File: src/hw/rtl/sqnt_pkg.sv
// Shared types and constants for the symmetric int8 quantizer.
// Used by sqnt_fdiv, sqnt_cvt and symmetric_int8_quantizer; no dependencies.
`default_nettype none
package sqnt_pkg;

  typedef logic [31:0] fp32_t;

  localparam fp32_t FP_ZERO    = 32'h0000_0000;
  localparam fp32_t FP_ONE     = 32'h3F80_0000;
  localparam fp32_t FP_127     = 32'h42FE_0000;
  localparam fp32_t FP_INF     = 32'h7F80_0000;
  localparam fp32_t FP_QNAN    = 32'h7FC0_0000;
  localparam fp32_t FP_MAGMASK = 32'h7FFF_FFFF;

  localparam logic [7:0] EXP_MAX = 8'hFF;

  localparam logic OP_MEASURE  = 1'b0;
  localparam logic OP_QUANTIZE = 1'b1;

  localparam logic KIND_SCALE = 1'b0;
  localparam logic KIND_ELEM  = 1'b1;

endpackage
`default_nettype wire

File: src/hw/rtl/symmetric_int8_quantizer.sv
// Two-pass symmetric absmax FP32 to int8 quantizer, top level.
// Measure items that are not last only update the peak. For a last measure item or a quantize
// item the result comes from the divider; the next item can follow once it is loaded into the
// output register. Subnormal operands or quotients add shift steps in the shared divider,
// which produces one quotient bit a cycle. A finished result waits in the output register
// while the next item is accepted. Synchronous reset: peak +0.0, scale 1.0, no result pending.
`default_nettype none
module symmetric_int8_quantizer (
  input  wire               clk,
  input  wire               rst_n,
  input  wire               in_valid,
  output logic              in_ready,
  input  wire               in_op,
  input  wire [31:0]        in_value_bits,
  input  wire               in_last,
  output logic              out_valid,
  input  wire               out_ready,
  output logic              out_kind,
  output logic [31:0]       out_scale_bits,
  output logic signed [7:0] out_quantized
);

  localparam logic [1:0] S_IDLE = 2'd0;
  localparam logic [1:0] S_DIV  = 2'd1;
  localparam logic [1:0] S_HOLD = 2'd2;

  logic [1:0]       state_r, state_nxt;
  sqnt_pkg::fp32_t  peak_r, peak_nxt;
  sqnt_pkg::fp32_t  scale_r, scale_nxt;
  logic             kind_r, kind_nxt;
  logic             ovalid_r, ovalid_nxt;
  logic             okind_r, okind_nxt;
  logic [31:0]      oscale_r, oscale_nxt;
  logic signed [7:0] oq_r, oq_nxt;

  logic             accept, start, out_free, load;
  sqnt_pkg::fp32_t  mag, peak_upd, div_a, div_b, div_q, new_scale;
  logic             div_done;
  logic signed [7:0] q8;

  sqnt_fdiv u_div (
    .clk      (clk),
    .rst_n    (rst_n),
    .start    (start),
    .dividend (div_a),
    .divisor  (div_b),
    .done     (div_done),
    .quotient (div_q)
  );

  sqnt_cvt u_cvt (
    .value  (div_q),
    .result (q8)
  );

  always_comb begin
    in_ready = (state_r == S_IDLE);
    accept   = in_valid && in_ready;
    mag      = in_value_bits & sqnt_pkg::FP_MAGMASK;
    // A NaN magnitude never wins the compare.
    peak_upd = ((mag <= sqnt_pkg::FP_INF) && (mag > peak_r)) ? mag : peak_r;
    start    = accept && ((in_op == sqnt_pkg::OP_QUANTIZE) || in_last);
    div_a    = (in_op == sqnt_pkg::OP_QUANTIZE) ? in_value_bits : peak_upd;
    div_b    = (in_op == sqnt_pkg::OP_QUANTIZE) ? scale_r : sqnt_pkg::FP_127;
    new_scale = (div_q == sqnt_pkg::FP_ZERO) ? sqnt_pkg::FP_ONE : div_q;

    out_free = !ovalid_r || out_ready;
    load     = ((state_r == S_DIV && div_done) || state_r == S_HOLD) && out_free;

    state_nxt  = state_r;
    peak_nxt   = peak_r;
    scale_nxt  = scale_r;
    kind_nxt   = kind_r;
    ovalid_nxt = ovalid_r;
    okind_nxt  = okind_r;
    oscale_nxt = oscale_r;
    oq_nxt     = oq_r;

    if (ovalid_r && out_ready) ovalid_nxt = 1'b0;

    unique case (state_r)
      S_IDLE: begin
        if (accept && in_op == sqnt_pkg::OP_MEASURE) begin
          peak_nxt = in_last ? sqnt_pkg::FP_ZERO : peak_upd;
        end
        if (start) begin
          kind_nxt  = (in_op == sqnt_pkg::OP_QUANTIZE) ? sqnt_pkg::KIND_ELEM
                                                       : sqnt_pkg::KIND_SCALE;
          state_nxt = S_DIV;
        end
      end
      S_DIV: begin
        if (div_done) state_nxt = load ? S_IDLE : S_HOLD;
      end
      S_HOLD: begin
        if (load) state_nxt = S_IDLE;
      end
      default: state_nxt = S_IDLE;
    endcase

    if (load) begin
      ovalid_nxt = 1'b1;
      okind_nxt  = kind_r;
      if (kind_r == sqnt_pkg::KIND_SCALE) begin
        scale_nxt  = new_scale;
        oscale_nxt = new_scale;
        oq_nxt     = 8'sd0;
      end else begin
        oscale_nxt = scale_r;
        oq_nxt     = q8;
      end
    end
  end

  always_ff @(posedge clk) begin
    if (!rst_n) begin
      state_r  <= S_IDLE;
      peak_r   <= sqnt_pkg::FP_ZERO;
      scale_r  <= sqnt_pkg::FP_ONE;
      kind_r   <= sqnt_pkg::KIND_SCALE;
      ovalid_r <= 1'b0;
    end else begin
      state_r  <= state_nxt;
      peak_r   <= peak_nxt;
      scale_r  <= scale_nxt;
      kind_r   <= kind_nxt;
      ovalid_r <= ovalid_nxt;
    end
    okind_r  <= okind_nxt;
    oscale_r <= oscale_nxt;
    oq_r     <= oq_nxt;
  end

  assign out_valid      = ovalid_r;
  assign out_kind       = okind_r;
  assign out_scale_bits = oscale_r;
  assign out_quantized  = oq_r;

`ifndef SYNTHESIS
  a_busy_not_ready: assert property (@(posedge clk) disable iff (!rst_n)
    (state_r != S_IDLE) |-> !in_ready)
    else $error("input taken while an item is in the divider");

  a_done_in_div: assert property (@(posedge clk) disable iff (!rst_n)
    div_done |-> (state_r == S_DIV))
    else $error("divider finished with no item in flight");

  a_scale_nonzero: assert property (@(posedge clk) disable iff (!rst_n)
    scale_r != sqnt_pkg::FP_ZERO && !scale_r[31])
    else $error("held scale is zero or negative");

  a_peak_ordered: assert property (@(posedge clk) disable iff (!rst_n)
    peak_r <= sqnt_pkg::FP_INF)
    else $error("peak holds a NaN or a negative value");
`endif

endmodule
`default_nettype wire

File: src/hw/rtl/sqnt_fdiv.sv
// Iterative IEEE single divider, round to nearest even, with subnormals.
// One restoring step per cycle; depends on sqnt_pkg.
`default_nettype none
module sqnt_fdiv (
  input  wire             clk,
  input  wire             rst_n,
  input  wire             start,
  input  sqnt_pkg::fp32_t dividend,
  input  sqnt_pkg::fp32_t divisor,
  output logic            done,
  output sqnt_pkg::fp32_t quotient
);

  localparam logic [2:0] D_IDLE   = 3'd0;
  localparam logic [2:0] D_NORM   = 3'd1;
  localparam logic [2:0] D_DIV    = 3'd2;
  localparam logic [2:0] D_DENORM = 3'd3;
  localparam logic [2:0] D_ROUND  = 3'd4;

  localparam logic [4:0] LAST_STEP = 5'd26;

  logic [2:0]        state_r, state_nxt;
  logic              done_r, done_nxt;
  logic [23:0]       ma_r, ma_nxt, mb_r, mb_nxt;
  logic [24:0]       rem_r, rem_nxt;
  logic [26:0]       quo_r, quo_nxt;
  logic signed [9:0] exp_r, exp_nxt;
  logic              sign_r, sign_nxt;
  logic              sticky_r, sticky_nxt;
  logic [4:0]        cnt_r, cnt_nxt;
  sqnt_pkg::fp32_t   res_r, res_nxt;

  logic [7:0]  ea, eb;
  logic [22:0] fa, fb;
  logic        nan_a, nan_b, inf_a, inf_b, zero_a, zero_b;
  logic [24:0] diff;
  logic        qbit;
  logic [24:0] msum;
  logic [23:0] mrnd;
  logic signed [9:0] erend;
  logic        rnd_up;

  always_comb begin
    ea = dividend[30:23];
    eb = divisor[30:23];
    fa = dividend[22:0];
    fb = divisor[22:0];
    nan_a  = (ea == sqnt_pkg::EXP_MAX) && (fa != 23'd0);
    nan_b  = (eb == sqnt_pkg::EXP_MAX) && (fb != 23'd0);
    inf_a  = (ea == sqnt_pkg::EXP_MAX) && (fa == 23'd0);
    inf_b  = (eb == sqnt_pkg::EXP_MAX) && (fb == 23'd0);
    zero_a = (ea == 8'd0) && (fa == 23'd0);
    zero_b = (eb == 8'd0) && (fb == 23'd0);

    diff = rem_r - {1'b0, mb_r};
    qbit = (rem_r >= {1'b0, mb_r});

    rnd_up = quo_r[2] & ((|quo_r[1:0]) | sticky_r | quo_r[3]);
    msum   = {1'b0, quo_r[26:3]} + {24'd0, rnd_up};
    if (msum[24]) begin
      mrnd  = msum[24:1];
      erend = exp_r + 10'sd1;
    end else begin
      mrnd  = msum[23:0];
      erend = exp_r;
    end

    state_nxt  = state_r;
    done_nxt   = 1'b0;
    ma_nxt     = ma_r;
    mb_nxt     = mb_r;
    rem_nxt    = rem_r;
    quo_nxt    = quo_r;
    exp_nxt    = exp_r;
    sign_nxt   = sign_r;
    sticky_nxt = sticky_r;
    cnt_nxt    = cnt_r;
    res_nxt    = res_r;

    unique case (state_r)
      D_IDLE: begin
        if (start) begin
          sign_nxt = dividend[31] ^ divisor[31];
          ma_nxt   = {(ea != 8'd0), fa};
          mb_nxt   = {(eb != 8'd0), fb};
          exp_nxt  = $signed({2'b00, (ea == 8'd0) ? 8'd1 : ea})
                   - $signed({2'b00, (eb == 8'd0) ? 8'd1 : eb}) + 10'sd127;
          if (nan_a || nan_b || (inf_a && inf_b) || (zero_a && zero_b)) begin
            res_nxt  = sqnt_pkg::FP_QNAN;
            done_nxt = 1'b1;
          end else if (inf_a || zero_b) begin
            res_nxt  = {dividend[31] ^ divisor[31], sqnt_pkg::FP_INF[30:0]};
            done_nxt = 1'b1;
          end else if (zero_a || inf_b) begin
            res_nxt  = {dividend[31] ^ divisor[31], 31'd0};
            done_nxt = 1'b1;
          end else begin
            state_nxt = D_NORM;
          end
        end
      end
      D_NORM: begin
        // Subnormal operands are brought up one bit a cycle.
        if (!ma_r[23] || !mb_r[23]) begin
          if (!ma_r[23]) ma_nxt = {ma_r[22:0], 1'b0};
          if (!mb_r[23]) mb_nxt = {mb_r[22:0], 1'b0};
          exp_nxt = exp_r - (ma_r[23] ? 10'sd0 : 10'sd1) + (mb_r[23] ? 10'sd0 : 10'sd1);
        end else begin
          // Keep the quotient in [1, 2) so its leading bit is always set.
          if (ma_r < mb_r) begin
            rem_nxt = {ma_r, 1'b0};
            exp_nxt = exp_r - 10'sd1;
          end else begin
            rem_nxt = {1'b0, ma_r};
          end
          quo_nxt   = 27'd0;
          cnt_nxt   = 5'd0;
          state_nxt = D_DIV;
        end
      end
      D_DIV: begin
        rem_nxt = qbit ? {diff[23:0], 1'b0} : {rem_r[23:0], 1'b0};
        quo_nxt = {quo_r[25:0], qbit};
        cnt_nxt = cnt_r + 5'd1;
        if (cnt_r == LAST_STEP) begin
          sticky_nxt = (rem_nxt != 25'd0);
          state_nxt  = D_DENORM;
        end
      end
      D_DENORM: begin
        if (exp_r < -10'sd25) begin
          quo_nxt    = 27'd0;
          sticky_nxt = 1'b1;
          exp_nxt    = 10'sd1;
        end else if (exp_r < 10'sd1) begin
          quo_nxt    = {1'b0, quo_r[26:1]};
          sticky_nxt = sticky_r | quo_r[0];
          exp_nxt    = exp_r + 10'sd1;
        end else begin
          state_nxt = D_ROUND;
        end
      end
      D_ROUND: begin
        if (erend >= 10'sd255) begin
          res_nxt = {sign_r, sqnt_pkg::FP_INF[30:0]};
        end else begin
          res_nxt = {sign_r, mrnd[23] ? erend[7:0] : 8'd0, mrnd[22:0]};
        end
        done_nxt  = 1'b1;
        state_nxt = D_IDLE;
      end
      default: state_nxt = D_IDLE;
    endcase
  end

  always_ff @(posedge clk) begin
    if (!rst_n) begin
      state_r <= D_IDLE;
      done_r  <= 1'b0;
    end else begin
      state_r <= state_nxt;
      done_r  <= done_nxt;
    end
    ma_r     <= ma_nxt;
    mb_r     <= mb_nxt;
    rem_r    <= rem_nxt;
    quo_r    <= quo_nxt;
    exp_r    <= exp_nxt;
    sign_r   <= sign_nxt;
    sticky_r <= sticky_nxt;
    cnt_r    <= cnt_nxt;
    res_r    <= res_nxt;
  end

  assign done     = done_r;
  assign quotient = res_r;

endmodule
`default_nettype wire

File: src/hw/rtl/sqnt_cvt.sv
// Single to int8 conversion: round half away from zero, then saturate.
// A NaN gives -128. Depends on sqnt_pkg.
`default_nettype none
module sqnt_cvt (
  input  sqnt_pkg::fp32_t  value,
  output logic signed [7:0] result
);

  logic [7:0]  e;
  logic        is_nan, is_big, is_small;
  logic [23:0] mant;
  logic [7:0]  sdist;
  logic [4:0]  sh;
  logic [23:0] ipart, hpart;
  logic [8:0]  mag;

  always_comb begin
    e        = value[30:23];
    is_nan   = (e == sqnt_pkg::EXP_MAX) && (value[22:0] != 23'd0);
    is_big   = (e >= 8'd134);
    is_small = (e < 8'd126);
    mant     = {1'b1, value[22:0]};
    sdist    = 8'd150 - e;
    sh       = sdist[4:0];
    ipart    = mant >> sh;
    hpart    = mant >> (sh - 5'd1);
    mag      = {1'b0, ipart[7:0]} + {8'd0, hpart[0]};

    if (is_nan) begin
      result = -8'sd128;
    end else if (is_big) begin
      result = value[31] ? -8'sd128 : 8'sd127;
    end else if (is_small) begin
      result = 8'sd0;
    end else if (!value[31]) begin
      result = (mag > 9'd127) ? 8'sd127 : $signed(mag[7:0]);
    end else begin
      result = $signed(8'd0 - mag[7:0]);
    end
  end

endmodule
`default_nettype wire
File: config.mk
export PLATFORM = sky130hd
export DESIGN_NAME = symmetric_int8_quantizer
export DESIGN_NICKNAME = d
export VERILOG_FILES = /design/src/hw/rtl/sqnt_pkg.sv /design/src/hw/rtl/symmetric_int8_quantizer.sv /design/src/hw/rtl/sqnt_fdiv.sv /design/src/hw/rtl/sqnt_cvt.sv
export SDC_FILE = /design/constraint.sdc
export NUM_CORES = 1
export LEC_CHECK = 0
export BUFFER_PORTS_ARGS = -buffer_cell sky130_fd_sc_hd__buf_2
export CELL_PAD_IN_SITES_DETAIL_PLACEMENT = 1
export CELL_PAD_IN_SITES_GLOBAL_PLACEMENT = 1
export CORE_MARGIN = 5
export CORE_UTILIZATION = 53
export DETAILED_ROUTE_END_ITERATION = 16
export PLACE_DENSITY = 0.95
export SLEW_MARGIN = 15
export SYNTH_ARGS = -nofsm -noshare
export SYNTH_HDL_FRONTEND = slang
export SYNTH_SLANG_ARGS = --single-unit
File: constraint.sdc
create_clock -name clk -period 13.9 [get_ports clk]
set_clock_uncertainty 0.15 [all_clocks]
set_input_delay 0.695 -clock clk [delete_from_list [all_inputs] [get_ports clk]]
set_output_delay 0.695 -clock clk [all_outputs]
set_load 0.01 [all_outputs]
==> flow_summary_export.csv <==
group,metric,value,unit
timing,finalSetupTns,0,ns
detailed_routing,vias,17450,
yosys,avgSynthCellArea,9.312,µm²
die,std_cell_rows,68,
clock_tree,cts_resized,0,
pwr,vdd_drop_max,0.09991,mV
die,io_pins,81,
detailed_routing,drtPass1Iterations,6,
timing,slew_headroom,0.2054,
worst_hold_path,min-delay-start,"in_value_bits[10]",
die,die_h,197.2,µm
setup_path,crit_top_cell,"ha_1",
place,globalplace.congestion,0.9091,
clock_tree,cts_max_path_buffers,3,
die,floorplan.core_area,34540,µm²
timing,drv_slew,0,
timing,fmax,173.0,MHz
finish,drive_above_1_share,0.1184,
global_route,grt_use_total,0.3424,
clock_tree,hold_buffers,0,
yosys,syn_nets,2168,
yosys,synth_edf_count,190,
finish,final_area,20340,µm²
setup_path,crit_family,"adder cells",
place,hpwl,45.88,mm
global_route,grt_pass1_vias,18120,
timing,hold_violations,0,
run,maxCapViolCount,0,
setup_path,cp.arrival,6.05,ns
global_route,grt_max_degree,100,
setup_path,crit_chain,"buf_4 -> inv_1 -> ha_1 -> buf_4 -> mux2_2 -> nor2_1 -> a21oi_1 -> mux4_2 -> nand2_1 -> o31ai_1 -> ha_1 -> ha_1 -> ha_1 -> nor4_1 -> nand3_1 -> nand3_1 -> a41o_2 -> o211a_1",
yosys,yosysTopAreaCellShare,0.3073,
global_route,grt_pass1_wl,106.3,mm
yosys,yosysMostFrequentCell,"nor2_1",
yosys,synth_top_area_cell,"edfxtp_1",
finish,syn_to_final_growth,9.569,%
yosys,synth_cell_types,90,
place,dp_worst_setup_slack,7.928,ns
clock_tree,cts_root_buffer,"clkbuf_16",
yosys,yosysWarningCount,0,
clock_tree,path_clk_slew,0.07,ns
yosys,async_flop_share,0,
die,die_width,197.2,µm
pwr,power_density,173.6,nW/µm²
setup_path,path_class,"reg -> reg",
worst_hold_path,hold_path.class,"in -> reg",
die,fp.dieArea,38880,µm²
timing,worst_slew_pin_slew,1.192,ns
detailed_routing,ant_nets,0,
clock_tree,clk_latency,0.58,ns
setup_path,required,14.17,ns
setup_path,worstReg2RegStart,"u_div.quotient[23]",
yosys,synth_common_cells,"nor2_1, edfxtp_1, nand2_1, a21oi_1, ha_1",
clock_tree,htreeDepth,1,
clock_tree,numCtsBuffers,29,
place,postPlaceCellArea,19300,µm²
yosys,netlist_area,18570,µm²
setup_path,cp_num_buf_inv,3,
setup_path,worst-path-max-fanout,30,
finish,nFillCells,3917,
yosys,synthTopCellsByArea,"edfxtp_1, ha_1, dfxtp_1",
yosys,synth_ff_type,"edfxtp_1",
setup_path,crit_path_max_incr_delay,0.52,ns
timing,rsz0062_at_grt,"false",
timing,finalSetupViolCount,0,
timing,finalWorstSetupSlack,8.119,ns
place,port_buffers,80,
die,initial_core_util,0.5375,
timing,fin_crit_sh,0.4159,
detailed_routing,drc,0,
detailed_routing,vias_per_cell,6.976,
global_route,grt_antenna_before_repair,2,
pwr,leakagePower,0.007820,µW
global_route,grt_overflow_total,0,
detailed_routing,wl_per_cell,27.82,µm
finish,nets,2196,
detailed_routing,wirelength,69.57,mm
status,status,"finished, final reports clean",
pwr,total_power,3532,µW
setup_path,start_kind,"flop",
timing,period_minus_slack,5.781,ns
setup_path,worstSetupStartpoint,"u_div.quotient[23]",
yosys,ys_seq_area_frac,0.3849,
clock_tree,cts_sinks,262,
clock_tree,cts_tree,"done",
yosys,synth_cells,1994,
setup_path,end_kind,"flop",
clock_tree,cts_setup_buffers,0,
detailed_routing,drtIter0Drc,2229,
yosys,synth_seq_cells,262,
setup_path,cp_slowest_cell,"mux4_2",
routing by layer:
metal	wire (µm)	global-route usage	vias up
li1	-	-	7372
met1	25930	0.4165	8523
met2	33170	0.5837	1195
met3	6209	0.06550	356
met4	4262	0.1695	0
met5	0	0	-
final cells by class:
class / instances / area [µm²] / share of cell area
Inverter: 116 / 435.4 / 0.02140
Antenna cell: 2 / 5.005 / 0.0002460
Timing Repair Buffer: 98 / 535.5 / 0.02632
Sequential cell: 262 / 7147 / 0.3513
Tap cell: 455 / 569.3 / 0.02798
Clock buffer: 33 / 750.7 / 0.03690
Multi-Input combinational cell: 1515 / 10630 / 0.5225
Clock inverter: 20 / 271.5 / 0.01335
kinds of logic after synthesis:
family | after synthesis | synth area share
simple gates | 658 | 0.1710
compound gates | 487 | 0.1716
flops | 262 | 0.3849
buf+inv | 217 | 0.04703
mux | 138 | 0.08531
fa+ha+maj | 136 | 0.09286
xor+xnor | 96 | 0.04730
metrics by stage:
step | util | std cells | hold WS [ns]
finish | 0.5890 | 2501 | 0.2884
global route | 0.5890 | 2501 | 0.3202
CTS | 0.5882 | 2499 | 0.2778
detailed placement | 0.5586 | 2446 | 0.3564
global placement | 0.5586 | 2446 | 0.3138
floorplan | - | 1994 | 0.2564
worst register-to-register path, stage by stage (launching register included):
cell      delay [ns]
edfxtp_1        0.32
buf_4           0.36
inv_1           0.48
ha_1            0.48
buf_4           0.39
mux2_2          0.44
nor2_1          0.14
a21oi_1         0.08
mux4_2          0.52
nand2_1         0.09
o31ai_1         0.10
ha_1            0.27
ha_1            0.39
ha_1            0.27
nor4_1          0.41
nand3_1         0.13
nand3_1         0.12
a41o_2          0.29
o211a_1         0.21
cell usage in the layout (no fill, tap or decap), types with 9 or more instances in the layout:
cell,instances
a211oi_1,21
a21boi_0,12
a21o_1,38
a21oi_1,132
a22o_1,26
a22oi_1,34
a31oi_1,9
and2_1,9
and3_1,17
buf_2,80
buf_4,18
clkbuf_16,29
dfxtp_1,72
edfxtp_1,190
ha_1,133
inv_1,111
mux2_2,40
mux2i_1,84
mux4_2,10
nand2_1,157
nand2b_1,15
nand3_1,86
nand4_1,32
nor2_1,201
nor2b_1,23
nor3_1,27
nor4_1,39
o211ai_1,16
o21a_1,13
o21ai_0,106
o21bai_1,10
xnor2_1,63
xor2_1,28
registers in the layout, summed over array words and instances (netlist names), 8 cells and up:
register	flops
u_div.ma_r	24
peak_r	32
out_scale_bits	32
u_div.quo_r	27
u_div.mb_r	24
u_div.quotient	32
out_quantized	8
u_div.rem_r	25
scale_r	32
u_div.exp_r	10
final timing paths:
kind              slack, ns  cells past startpoint               end
setup / recovery       8.12                     18  out_quantized[4]
hold / removal         0.29                      3        peak_r[10]
setup reg to reg       8.12                     18  out_quantized[4]
hold reg to reg        0.38                      1        state_r[0]
where the power goes:
group | leakage, µW | total [µW] | internal, µW | switching, µW
Combinational | 0.00501 | 1480 | 507 | 969
Sequential | 0.00233 | 1190 | 1020 | 174
Clock | 0.000484 | 866 | 501 | 365
(Power assumes the default switching activity.)
